==> src/rtl/core/assert_macros.svh <==
// Assertion macros used by the clock top level
`ifndef ASSERT_MACROS_SVH
`define ASSERT_MACROS_SVH

// Check that the consequent holds in the same cycle as the antecedent
`define ASSERT_SAME(label, clk, rst_n, ante, cons, msg) \
    label: assert property (@(posedge clk) disable iff (!(rst_n)) (ante) |-> (cons)) \
        else $error(msg);

// Check that the consequent holds in the cycle after the antecedent
`define ASSERT_NEXT(label, clk, rst_n, ante, cons, msg) \
    label: assert property (@(posedge clk) disable iff (!(rst_n)) (ante) |=> (cons)) \
        else $error(msg);

`endif

==> src/rtl/core/hhmm_pkg.sv <==
// Types, constants and digit update functions of the HH:MM clock
package hhmm_pkg;

    // Minute length after reset, in one-second passes
    localparam logic [7:0] C_SPM_RESET = 8'd60;

    // Configuration register word index (held in paddr[2])
    localparam logic C_REG_SPM = 1'b0;

    // Digit limits
    localparam logic [3:0] C_UNITS_WRAP  = 4'd10;
    localparam logic [3:0] C_UNITS_TOP   = 4'd9;
    localparam logic [2:0] C_MTENS_WRAP  = 3'd6;
    localparam logic [2:0] C_MTENS_TOP   = 3'd5;
    localparam logic [3:0] C_HUNITS_LATE = 4'd3;
    localparam logic [1:0] C_HTENS_WRAP  = 2'd3;
    localparam logic [1:0] C_HTENS_TOP   = 2'd2;
    localparam logic [1:0] C_HTENS_EARLY = 2'd1;

    // Digit select codes
    typedef enum logic [1:0] {
        SEL_MIN_UNITS  = 2'd0,
        SEL_MIN_TENS   = 2'd1,
        SEL_HOUR_UNITS = 2'd2,
        SEL_HOUR_TENS  = 2'd3
    } t_digit_sel;

    // Time of day, minute units in the lowest bits
    typedef struct packed {
        logic [1:0] hour_tens;
        logic [3:0] hour_units;
        logic [2:0] minute_tens;
        logic [3:0] minute_units;
    } t_time;

    // Advance by one minute, wrapping 23:59 to 00:00
    function automatic t_time f_advance(input t_time t);
        t_time r;
        r = t;
        if (t.hour_tens == C_HTENS_TOP && t.hour_units == C_HUNITS_LATE &&
            t.minute_tens == C_MTENS_TOP && t.minute_units >= C_UNITS_TOP) begin
            r = '0;
        end else if (t.minute_units >= C_UNITS_TOP) begin
            r.minute_units = '0;
            r.minute_tens  = t.minute_tens + 3'd1;
            if (r.minute_tens >= C_MTENS_WRAP) begin
                r.minute_tens = '0;
                r.hour_units  = t.hour_units + 4'd1;
                if (r.hour_units >= C_UNITS_WRAP) begin
                    r.hour_units = '0;
                    r.hour_tens  = t.hour_tens + 2'd1;
                    if (r.hour_tens >= C_HTENS_WRAP) begin
                        r.hour_tens = '0;
                    end
                end
            end
        end else begin
            r.minute_units = t.minute_units + 4'd1;
        end
        return r;
    endfunction

    // Increment the selected digit under the hour limits
    function automatic t_time f_increment(input t_time t, input t_digit_sel sel);
        t_time r;
        r = t;
        case (sel)
            SEL_MIN_UNITS: begin
                r.minute_units = t.minute_units + 4'd1;
                if (r.minute_units >= C_UNITS_WRAP) r.minute_units = '0;
            end
            SEL_MIN_TENS: begin
                r.minute_tens = t.minute_tens + 3'd1;
                if (r.minute_tens >= C_MTENS_WRAP) r.minute_tens = '0;
            end
            SEL_HOUR_UNITS: begin
                r.hour_units = t.hour_units + 4'd1;
                if (r.hour_units >= C_UNITS_WRAP ||
                    (r.hour_units > C_HUNITS_LATE && t.hour_tens >= C_HTENS_TOP))
                    r.hour_units = '0;
            end
            SEL_HOUR_TENS: begin
                r.hour_tens = t.hour_tens + 2'd1;
                if (r.hour_tens >= C_HTENS_WRAP ||
                    (t.hour_units > C_HUNITS_LATE && r.hour_tens > C_HTENS_EARLY))
                    r.hour_tens = '0;
            end
            default: r = t;
        endcase
        return r;
    endfunction

    // Decrement the selected digit under the hour limits
    function automatic t_time f_decrement(input t_time t, input t_digit_sel sel);
        t_time r;
        r = t;
        case (sel)
            SEL_MIN_UNITS: begin
                r.minute_units = (t.minute_units != '0) ? t.minute_units - 4'd1
                                                        : C_UNITS_TOP;
            end
            SEL_MIN_TENS: begin
                r.minute_tens = (t.minute_tens != '0) ? t.minute_tens - 3'd1
                                                      : C_MTENS_TOP;
            end
            SEL_HOUR_UNITS: begin
                if (t.hour_units != '0)
                    r.hour_units = t.hour_units - 4'd1;
                else
                    r.hour_units = (t.hour_tens > C_HTENS_EARLY) ? C_HUNITS_LATE
                                                                 : C_UNITS_TOP;
            end
            SEL_HOUR_TENS: begin
                if (t.hour_tens != '0)
                    r.hour_tens = t.hour_tens - 2'd1;
                else
                    r.hour_tens = (t.hour_units > C_HUNITS_LATE) ? C_HTENS_EARLY
                                                                 : C_HTENS_TOP;
            end
            default: r = t;
        endcase
        return r;
    endfunction

endpackage

==> src/rtl/core/hhmm_clock_with_digit_set.sv <==
// Top level of the 24-hour HH:MM clock with digit-set buttons.
// A result is registered and shows on the master side in the cycle after its input
// transfer. Throughput: one input item per cycle while the result register is empty
// or draining; time and seconds registers update in the same cycle an item is taken.
// Reset (synchronous, active low): time 00:00, digit select 0, seconds 0,
// minute length 60, no result pending.
`include "assert_macros.svh"

module hhmm_clock_with_digit_set
    import hhmm_pkg::*;
(
    input  logic        i_clk,
    input  logic        i_rst_n,
    // Input stream
    input  logic        s_tvalid,
    output logic        s_tready,
    input  logic [7:0]  s_tdata,   // [0] set_mode, [1] field_press, [2] inc_press,
                                   // [3] dec_press, [7:4] zero
    // Result stream
    output logic        m_tvalid,
    input  logic        m_tready,
    output logic [15:0] m_tdata,   // [3:0] minute_units, [6:4] minute_tens,
                                   // [10:7] hour_units, [12:11] hour_tens,
                                   // [14:13] selected_digit, [15] blank_selected
    // Configuration port
    input  logic        psel,
    input  logic        penable,
    input  logic        pwrite,
    input  logic [2:0]  paddr,
    input  logic [31:0] pwdata,
    output logic [31:0] prdata,
    output logic        pready
);

    logic       r_valid;
    logic [15:0] r_result;
    t_time      r_time;
    t_time      n_time;
    t_digit_sel r_sel;
    t_digit_sel n_sel;
    logic [7:0] r_sec;
    logic [7:0] n_sec;
    logic [7:0] r_spm;
    logic [8:0] sec_next;
    logic       in_xfer;
    logic       set_mode;
    logic       field_press;
    logic       inc_press;
    logic       dec_press;
    logic       cfg_wr;

    assign set_mode    = s_tdata[0];
    assign field_press = s_tdata[1];
    assign inc_press   = s_tdata[2];
    assign dec_press   = s_tdata[3];

    // Take a new item whenever the result register is empty or draining
    assign s_tready = !r_valid || m_tready;
    assign in_xfer  = s_tvalid && s_tready;

    // Configuration access
    assign pready = 1'b1;
    assign cfg_wr = psel && penable && pwrite && pready && (paddr[2] == C_REG_SPM);
    assign prdata = (paddr[2] == C_REG_SPM) ? {24'd0, r_spm} : 32'd0;

    // Compute next time, select and seconds count for one pass
    assign sec_next = {1'b0, r_sec} + 9'd1;

    always_comb begin
        n_time = r_time;
        n_sel  = r_sel;
        n_sec  = r_sec;
        if (set_mode) begin
            if (field_press) n_sel = t_digit_sel'(r_sel + 2'd1);
            if (inc_press)
                n_time = f_increment(r_time, n_sel);
            else if (dec_press)
                n_time = f_decrement(r_time, n_sel);
        end else begin
            if (sec_next >= {1'b0, r_spm}) begin
                n_sec  = '0;
                n_time = f_advance(r_time);
            end else begin
                n_sec = sec_next[7:0];
            end
        end
    end

    // Hold the minute length register
    always_ff @(posedge i_clk) begin
        if (!i_rst_n) begin
            r_spm <= C_SPM_RESET;
        end else if (cfg_wr) begin
            r_spm <= pwdata[7:0];
        end
    end

    // Advance clock state on each input transfer
    always_ff @(posedge i_clk) begin
        if (!i_rst_n) begin
            r_time <= '0;
            r_sel  <= SEL_MIN_UNITS;
            r_sec  <= '0;
        end else if (in_xfer) begin
            r_time <= n_time;
            r_sel  <= n_sel;
            r_sec  <= n_sec;
        end
    end

    // Track result register occupancy
    always_ff @(posedge i_clk) begin
        if (!i_rst_n) begin
            r_valid <= 1'b0;
        end else if (in_xfer) begin
            r_valid <= 1'b1;
        end else if (m_tready) begin
            r_valid <= 1'b0;
        end
    end

    // Load the result payload
    always_ff @(posedge i_clk) begin
        if (in_xfer) begin
            r_result <= {set_mode, n_sel, n_time};
        end
    end

    assign m_tvalid = r_valid;
    assign m_tdata  = r_result;

    // Checks
    `ASSERT_SAME(a_htens_range, i_clk, i_rst_n, 1'b1, r_time.hour_tens != C_HTENS_WRAP, "hour tens out of range")
    `ASSERT_SAME(a_late_hours, i_clk, i_rst_n, r_time.hour_tens == C_HTENS_TOP, r_time.hour_units <= C_HUNITS_LATE, "hour beyond 23")
    `ASSERT_NEXT(a_set_holds_sec, i_clk, i_rst_n, in_xfer && set_mode, $stable(r_sec), "seconds moved in set mode")
    `ASSERT_NEXT(a_result_follows, i_clk, i_rst_n, in_xfer, m_tvalid, "no result after input transfer")

endmodule

==> config.mk <==
export PLATFORM = sky130hd
export DESIGN_NAME = hhmm_clock_with_digit_set
export DESIGN_NICKNAME = d
export VERILOG_FILES = /design/src/rtl/core/hhmm_pkg.sv /design/src/rtl/core/hhmm_clock_with_digit_set.sv
export VERILOG_INCLUDE_DIRS = /design/src /design/src/rtl/core
export SDC_FILE = /design/constraint.sdc
export NUM_CORES = 1
export LEC_CHECK = 0
export BUFFER_PORTS_ARGS = -buffer_cell sky130_fd_sc_hd__clkbuf_2
export CAP_MARGIN = 10
export CORE_MARGIN = 2
export CORE_UTILIZATION = 54
export DETAILED_ROUTE_END_ITERATION = 8
export PLACE_DENSITY_LB_ADDON = 0.2
export SKIP_LAST_GASP = 1
export SYNTH_ARGS = -nofsm -noshare
export SYNTH_HDL_FRONTEND = slang
export SYNTH_SLANG_ARGS = --single-unit
export TNS_END_PERCENT = 100
==> constraint.sdc <==
create_clock -name i_clk -period 3.37 [get_ports i_clk]
set_clock_uncertainty 0.1 [all_clocks]
set_input_delay 0.337 -clock i_clk [delete_from_list [all_inputs] [get_ports i_clk]]
set_output_delay 0.337 -clock i_clk [all_outputs]
set_load 0.05 [all_outputs]
==> impl_metrics.ini, run 1 <==
[outcome]
outcome = complete, no violations

[detailed_routing]
drcViolationCount = 0
drtAntennaViolNets = 0
dr.pass1.iters = 4
num_vias = 3819
drtIter0Drc = 362
wire_per_inst_um = 16.50
via_per_inst = 6.052
wirelength_um = 10410

[placement]
dpl_worst_slack_ns = 0.1059
dp_hpwl_um = 7506
place_area_mm2 = 0.004197
place.gp.congestion = 0.9637
port_buffers = 45
dp_cells = 623

[sta]
setup_violations = 0
final.setup.tns_ns = 0
period_minus_slack_ns = 3.195
layout_setup_ws_ns = 0.1750
hold_slack_ns = 0.1421
fin_crit_sh_pct = 94.81
clock.fmax_mhz = 313.0
final_max_slew_viol_count = 0
finalHoldViolCount = 0
rsz0062_at_grt = true
slew_headroom_pct = 45.42
tightest_slew_ns = 0.8178

[layout]
drive_gt1_share_pct = 16.54
stdcell_area_mm2 = 0.004312
nets = 607
antenna_cells = 0
n_fill_cell = 680
area_growth_pct = 7.185
finalNonFillerCells = 631

[clock_tree]
post_cts.repair.setup_buffers = 0
cts_buffers = 5
path_clk_slew_ns = 0.09
h-tree-depth = 2
worstSkewPairLatency_ns = 0.31
ctsRootBufferMaster = clkbuf_8
cts.sinks = 48
cts_tree = done
max-clock-path-buffers = 2

[power_and_ir_drop]
p_switching_uw = 543.9
p_leak_nw = 1.776
vdd_drop_max_mv = 0.2059
clockPowerShare_pct = 25.7
comb_power_share_pct = 28.9
switching_share_pct = 37.32
powerDensity_mw_per_mm2 = 338.0
p_seq_share_pct = 45.4
internal-power_uw = 913.5

[floorplanning]
core-area_mm2 = 0.007214
die_x_um = 90.31
start_util_pct = 55.76
die-area_mm2 = 0.008156
floorplan.rows = 31
io_pins = 101
chipHeight_um = 90.31

[logic_synthesis]
synth_ff_type = dfxtp_1
synth_area_mm2 = 0.004023
yosysWarnings = 0
yosys_register_bits = 48
synthArstFlopShare_pct = 0
seq_area_frac_synth_pct = 27.87
synth_area_per_cell_um2 = 7.997
synth-edff-count = 16
netlist_instances = 503
yosysUniqueCellTypes = 78

[critical_path]
end_kind = flop
ff2ff_setup_slack_ns = 0.18
required_ns = 3.33
critPathLaunchType = flop
critical_path.max_fanout = 7
path_class = flop to flop
cp.arrival_ns = 3.16

[grt]
grt_use_total_pct = 25.29
overflow = 0
grt_pass1_wl_um = 17130
grt_pass1_vias = 3453
grt_max_degree = 32
antenna_found_initial = 0

[worst_hold_path]
holdCritPathClass = primary input to flop

[flow_run]
drv_cap = 0
area by class of cell:
cell class | count | area [um^2] | area share [%]
Clock buffer | 6 | 82.58 | 1.915
Multi-Input combinational cell | 392 | 2560 | 59.37
Tap cell | 99 | 123.9 | 2.873
Clock inverter | 2 | 13.76 | 0.3192
Inverter | 29 | 108.9 | 2.525
Sequential cell | 48 | 1122 | 26.03
Timing Repair Buffer | 55 | 300.3 | 6.965
layout by cell type (no fill, tap or decap), drive strengths merged, types with 21 or more instances in the layout:
cell	instances
nor2	41
inv	29
clkbuf	51
o21ai	35
dfxtp	32
nand2	40
nand3	21
conb	25
ha	26
a21oi	33
timing repair:
| item | 4_1_cts | 5_1_grt |
|---|---|---|
| resized for setup | 0 | 7 |
| setup endpoints to repair | 0 | 11 |
| hold buffers | 0 | 0 |
flip-flops by register name, summed over array words and instances (netlist names):
register  count
m_tdata      16
m_tvalid      1
r_sec         8
r_sel         2
r_spm         8
r_time       13
through the flow:
| step | total power, mW | utilization [%] |
|---|---|---|
| 2_1_floorplan | 1.026 | - |
| 3_3_place_gp | 1.083 | 58.17 |
| 3_5_place_dp | 1.089 | 58.17 |
| 4_1_cts | 1.463 | 59.50 |
| 5_1_grt | 1.524 | 59.76 |
| 6_report | 1.457 | 59.76 |
kinds of logic after synthesis:
group	count (synthesis)	share of synthesized area [%]
adder cells (fa/ha/maj)	26	8.087
buffers and inverters	86	11.20
AO/OA/AOI/OAI	149	25.29
XOR/XNOR	16	3.857
multiplexers	5	1.275
AND/OR/NAND/NOR	171	22.24
other	2	0.1867
flip-flops	48	27.87
cells in the mapped netlist (10+ instances only):
library cell  instances  area, um^2
nand2b_1             10       62.56
a21oi_1              33       165.2
edfxtp_1             16       480.5
ha_1                 26       325.3
nand3_1              20       100.1
dfxtp_1              32       640.6
clkbuf_1             17       63.81
buf_4                26       195.2
nand2_1              40       150.1
buf_2                12       60.06
o21ai_0              34       170.2
nor2_1               39       146.4
inv_1                27       101.4
nor3_1               12       60.06
worst max-delay path: stages, from the launching register on:
cell and delay (ns):
dfxtp_1 0.41, and3_1 0.25, and3_2 0.26, nand3_1 0.10
xnor2_1 0.23, ha_1 0.29, a21boi_0 0.14, a311o_1 0.36
or2_0 0.23, buf_4 0.17, a221oi_1 0.33, nor2_1 0.08
power groups by stage:
stage          logic, mW  registers, mW  clock network, mW
6_report           0.421          0.661              0.375
5_1_grt            0.455          0.666              0.403
3_5_place_dp       0.415          0.674                  0
3_3_place_gp       0.410          0.673                  0
4_1_cts            0.417          0.660              0.386
2_1_floorplan      0.315          0.711                  0
path summary, 6_finish.rpt:
kind / startpoint / end / cells past startpoint
worst max register to register: r_sec[2]$_SDFFE_PN0P_ / m_tdata[8]$_DFFE_PP_ / 11
worst min-delay path: pwdata[0] / r_spm[0]$_SDFFE_PN0P_ / 3
worst min register to register: r_spm[1]$_SDFFE_PN0P_ / r_spm[1]$_SDFFE_PN0P_ / 2
worst max-delay path: r_sec[2]$_SDFFE_PN0P_ / m_tdata[8]$_DFFE_PP_ / 11
metal layers:
metal / GRT usage (%) / routed length (um) / vias up
met2: 42.04 / 4979 / 158
met5: 0 / 0 / -
met1: 34.82 / 4689 / 1806
met4: 6.282 / 149 / 0
li1: - / - / 1837
met3: 3.506 / 593 / 18
No activity file was read; power rests on OpenSTA's default activity.
==> inputs of run 2 (changes only) <==
--- a/config.mk
+++ b/config.mk
@@ -9,7 +9,7 @@
 export BUFFER_PORTS_ARGS = -buffer_cell sky130_fd_sc_hd__clkbuf_2
 export CAP_MARGIN = 10
 export CORE_MARGIN = 2
-export CORE_UTILIZATION = 54
+export CORE_UTILIZATION = 49
 export DETAILED_ROUTE_END_ITERATION = 8
 export PLACE_DENSITY_LB_ADDON = 0.2
 export SKIP_LAST_GASP = 1
==> constraint.sdc (replaced) <==
create_clock -name i_clk -period 2.8 [get_ports i_clk]
set_clock_uncertainty 0.1 [all_clocks]
set_input_delay 0.28 -clock i_clk [delete_from_list [all_inputs] [get_ports i_clk]]
set_output_delay 0.28 -clock i_clk [all_outputs]
set_load 0.05 [all_outputs]
==> impl_metrics.ini, run 2 (synthesis gave the netlist of run 1 again) <==
[clock_tree]
worstSkewPairLatency_ns = 0.30
h-tree-depth = 2
ctsRootBufferMaster = clkbuf_8
cts_tree = done
path_clk_slew_ns = 0.09
cts.sinks = 48
max-clock-path-buffers = 2
cts_hold_buffers = 0
cts_buffers = 5

[sta]
tightest_slew_ns = 0.9146
final_max_slew_viol_count = 0
final.setup.tns_ns = -0.4231
period_minus_slack_ns = 2.881
setup_violations = 12
slew_headroom_pct = 38.96
hold_slack_ns = 0.09124
rsz0062_at_grt = true
finalHoldViolCount = 0
fin_crit_sh_pct = 102.9
clock.fmax_mhz = 347.1
layout_setup_ws_ns = -0.08086

[critical_path]
cp.arrival_ns = 2.83
end_kind = flop
required_ns = 2.75
path_class = flop to flop
critPathLaunchType = flop
critical_path.max_fanout = 5

[floorplanning]
core-area_mm2 = 0.008093
die-area_mm2 = 0.008950
die_x_um = 94.61
start_util_pct = 49.71
floorplan.rows = 33
io_pins = 101
chipHeight_um = 94.61

[layout]
most-common-layout-cells = 45 x clkbuf_2, 40 x nand2_1, 38 x nor2_1, 38 x buf_4
antenna_cells = 0
largest_reg_flops = 16
nets = 640
drive_gt1_share_pct = 25.66
area_growth_pct = 18.07
final_common_cell = clkbuf_2
utilization_pct = 58.69
finalNonFillerCells = 670

[placement]
place.gp.congestion = 0.8998
port_buffers = 45
dp_cells = 660
dp_hpwl_um = 7765
dpl_worst_slack_ns = -0.1849

[power_and_ir_drop]
clockPowerShare_pct = 25.1
p_switching_uw = 658.9
comb_power_share_pct = 30.6
switching_share_pct = 37.12
internal-power_mw = 1.116
p_leak_nw = 1.970
powerDensity_mw_per_mm2 = 373.8
p_seq_share_pct = 44.3
vdd_drop_max_mv = 0.2307

[detailed_routing]
drtIter0Drc = 287
via_per_inst = 5.907
dr.pass1.iters = 5
num_vias = 3958
wire_per_inst_um = 16.27
wirelength_um = 10900
drcViolationCount = 0
drtAntennaViolNets = 0

[worst_hold_path]
holdCritPathClass = primary input to flop

[grt]
antenna_found_initial = 0
grt_use_total_pct = 25.04
grt_pass1_vias = 3656
grt_max_degree = 32
grt_pass1_wl_um = 17920
overflow = 0

[outcome]
failed_checks = negative setup slack
outcome = complete, but fails checks

[flow_run]
drv_cap = 0
## run 2: final timing paths
kind / cells after the start / endpoint / startpoint / slack [ns]
setup / recovery: 12 / m_tdata[4]$_DFFE_PP_ / r_sec[0]$_SDFFE_PN0P_ / -0.08
hold / removal: 3 / r_spm[1]$_SDFFE_PN0P_ / pwdata[1] / 0.09
setup reg to reg: 12 / m_tdata[4]$_DFFE_PP_ / r_sec[0]$_SDFFE_PN0P_ / -0.08
hold reg to reg: 2 / r_spm[6]$_SDFFE_PN0P_ / r_spm[6]$_SDFFE_PN0P_ / 0.36
## run 2: what timing repair did
action	CTS	global route
pin swaps	15	5
gates cloned	1	0
endpoints found under the setup margin	24	34
buffers inserted	1	0
resized for setup	27	15
## run 2: through the flow
| stage | power [mW] | area [um^2] |
|---|---|---|
| 2_1_floorplan | 1.236 | 4173 |
| 4_1_cts | 1.772 | 4682 |
| 6_report | 1.775 | 4750 |
| 3_3_place_gp | 1.317 | 4492 |
| 5_1_grt | 1.855 | 4750 |
| 3_5_place_dp | 1.326 | 4492 |
## run 2: layer usage
layer | global-route usage [%] | wire length [um] | vias to the layer above
li1 | - | - | 1902
met1 | 33.30 | 4633 | 1848
met2 | 42.79 | 5203 | 182
met3 | 2.713 | 791 | 26
met4 | 7.488 | 274 | 0
met5 | 0 | 0 | -
## run 2: final cells by class
| type | instances | area [um^2] |
|---|---|---|
| Inverter | 29 | 108.9 |
| Sequential cell | 48 | 1132 |
| Tap cell | 105 | 131.4 |
| Multi-Input combinational cell | 392 | 2718 |
| Clock inverter | 1 | 6.256 |
| Fill cell | 767 | 3343 |
| Clock buffer | 7 | 86.33 |
| Timing Repair Buffer | 88 | 566.8 |
## run 2: power groups by stage
stage	logic, mW	clock network, mW	registers [mW]
global route	0.589	0.475	0.791
finish	0.544	0.445	0.786
detailed placement	0.525	0	0.801
global placement	0.516	0	0.800
floorplan	0.381	0	0.855
CTS	0.532	0.455	0.785
## run 2: worst max-delay path: stages (launching register included)
cell and delay [ns]:
dfxtp_4 0.37, and3_4 0.18, and3_4 0.22, nand3_4 0.08, xnor2_2 0.15, ha_1 0.29, a21boi_1 0.13, a311o_1 0.32
or2_4 0.27, buf_6 0.14, buf_4 0.14, mux2i_1 0.15, a21oi_1 0.08
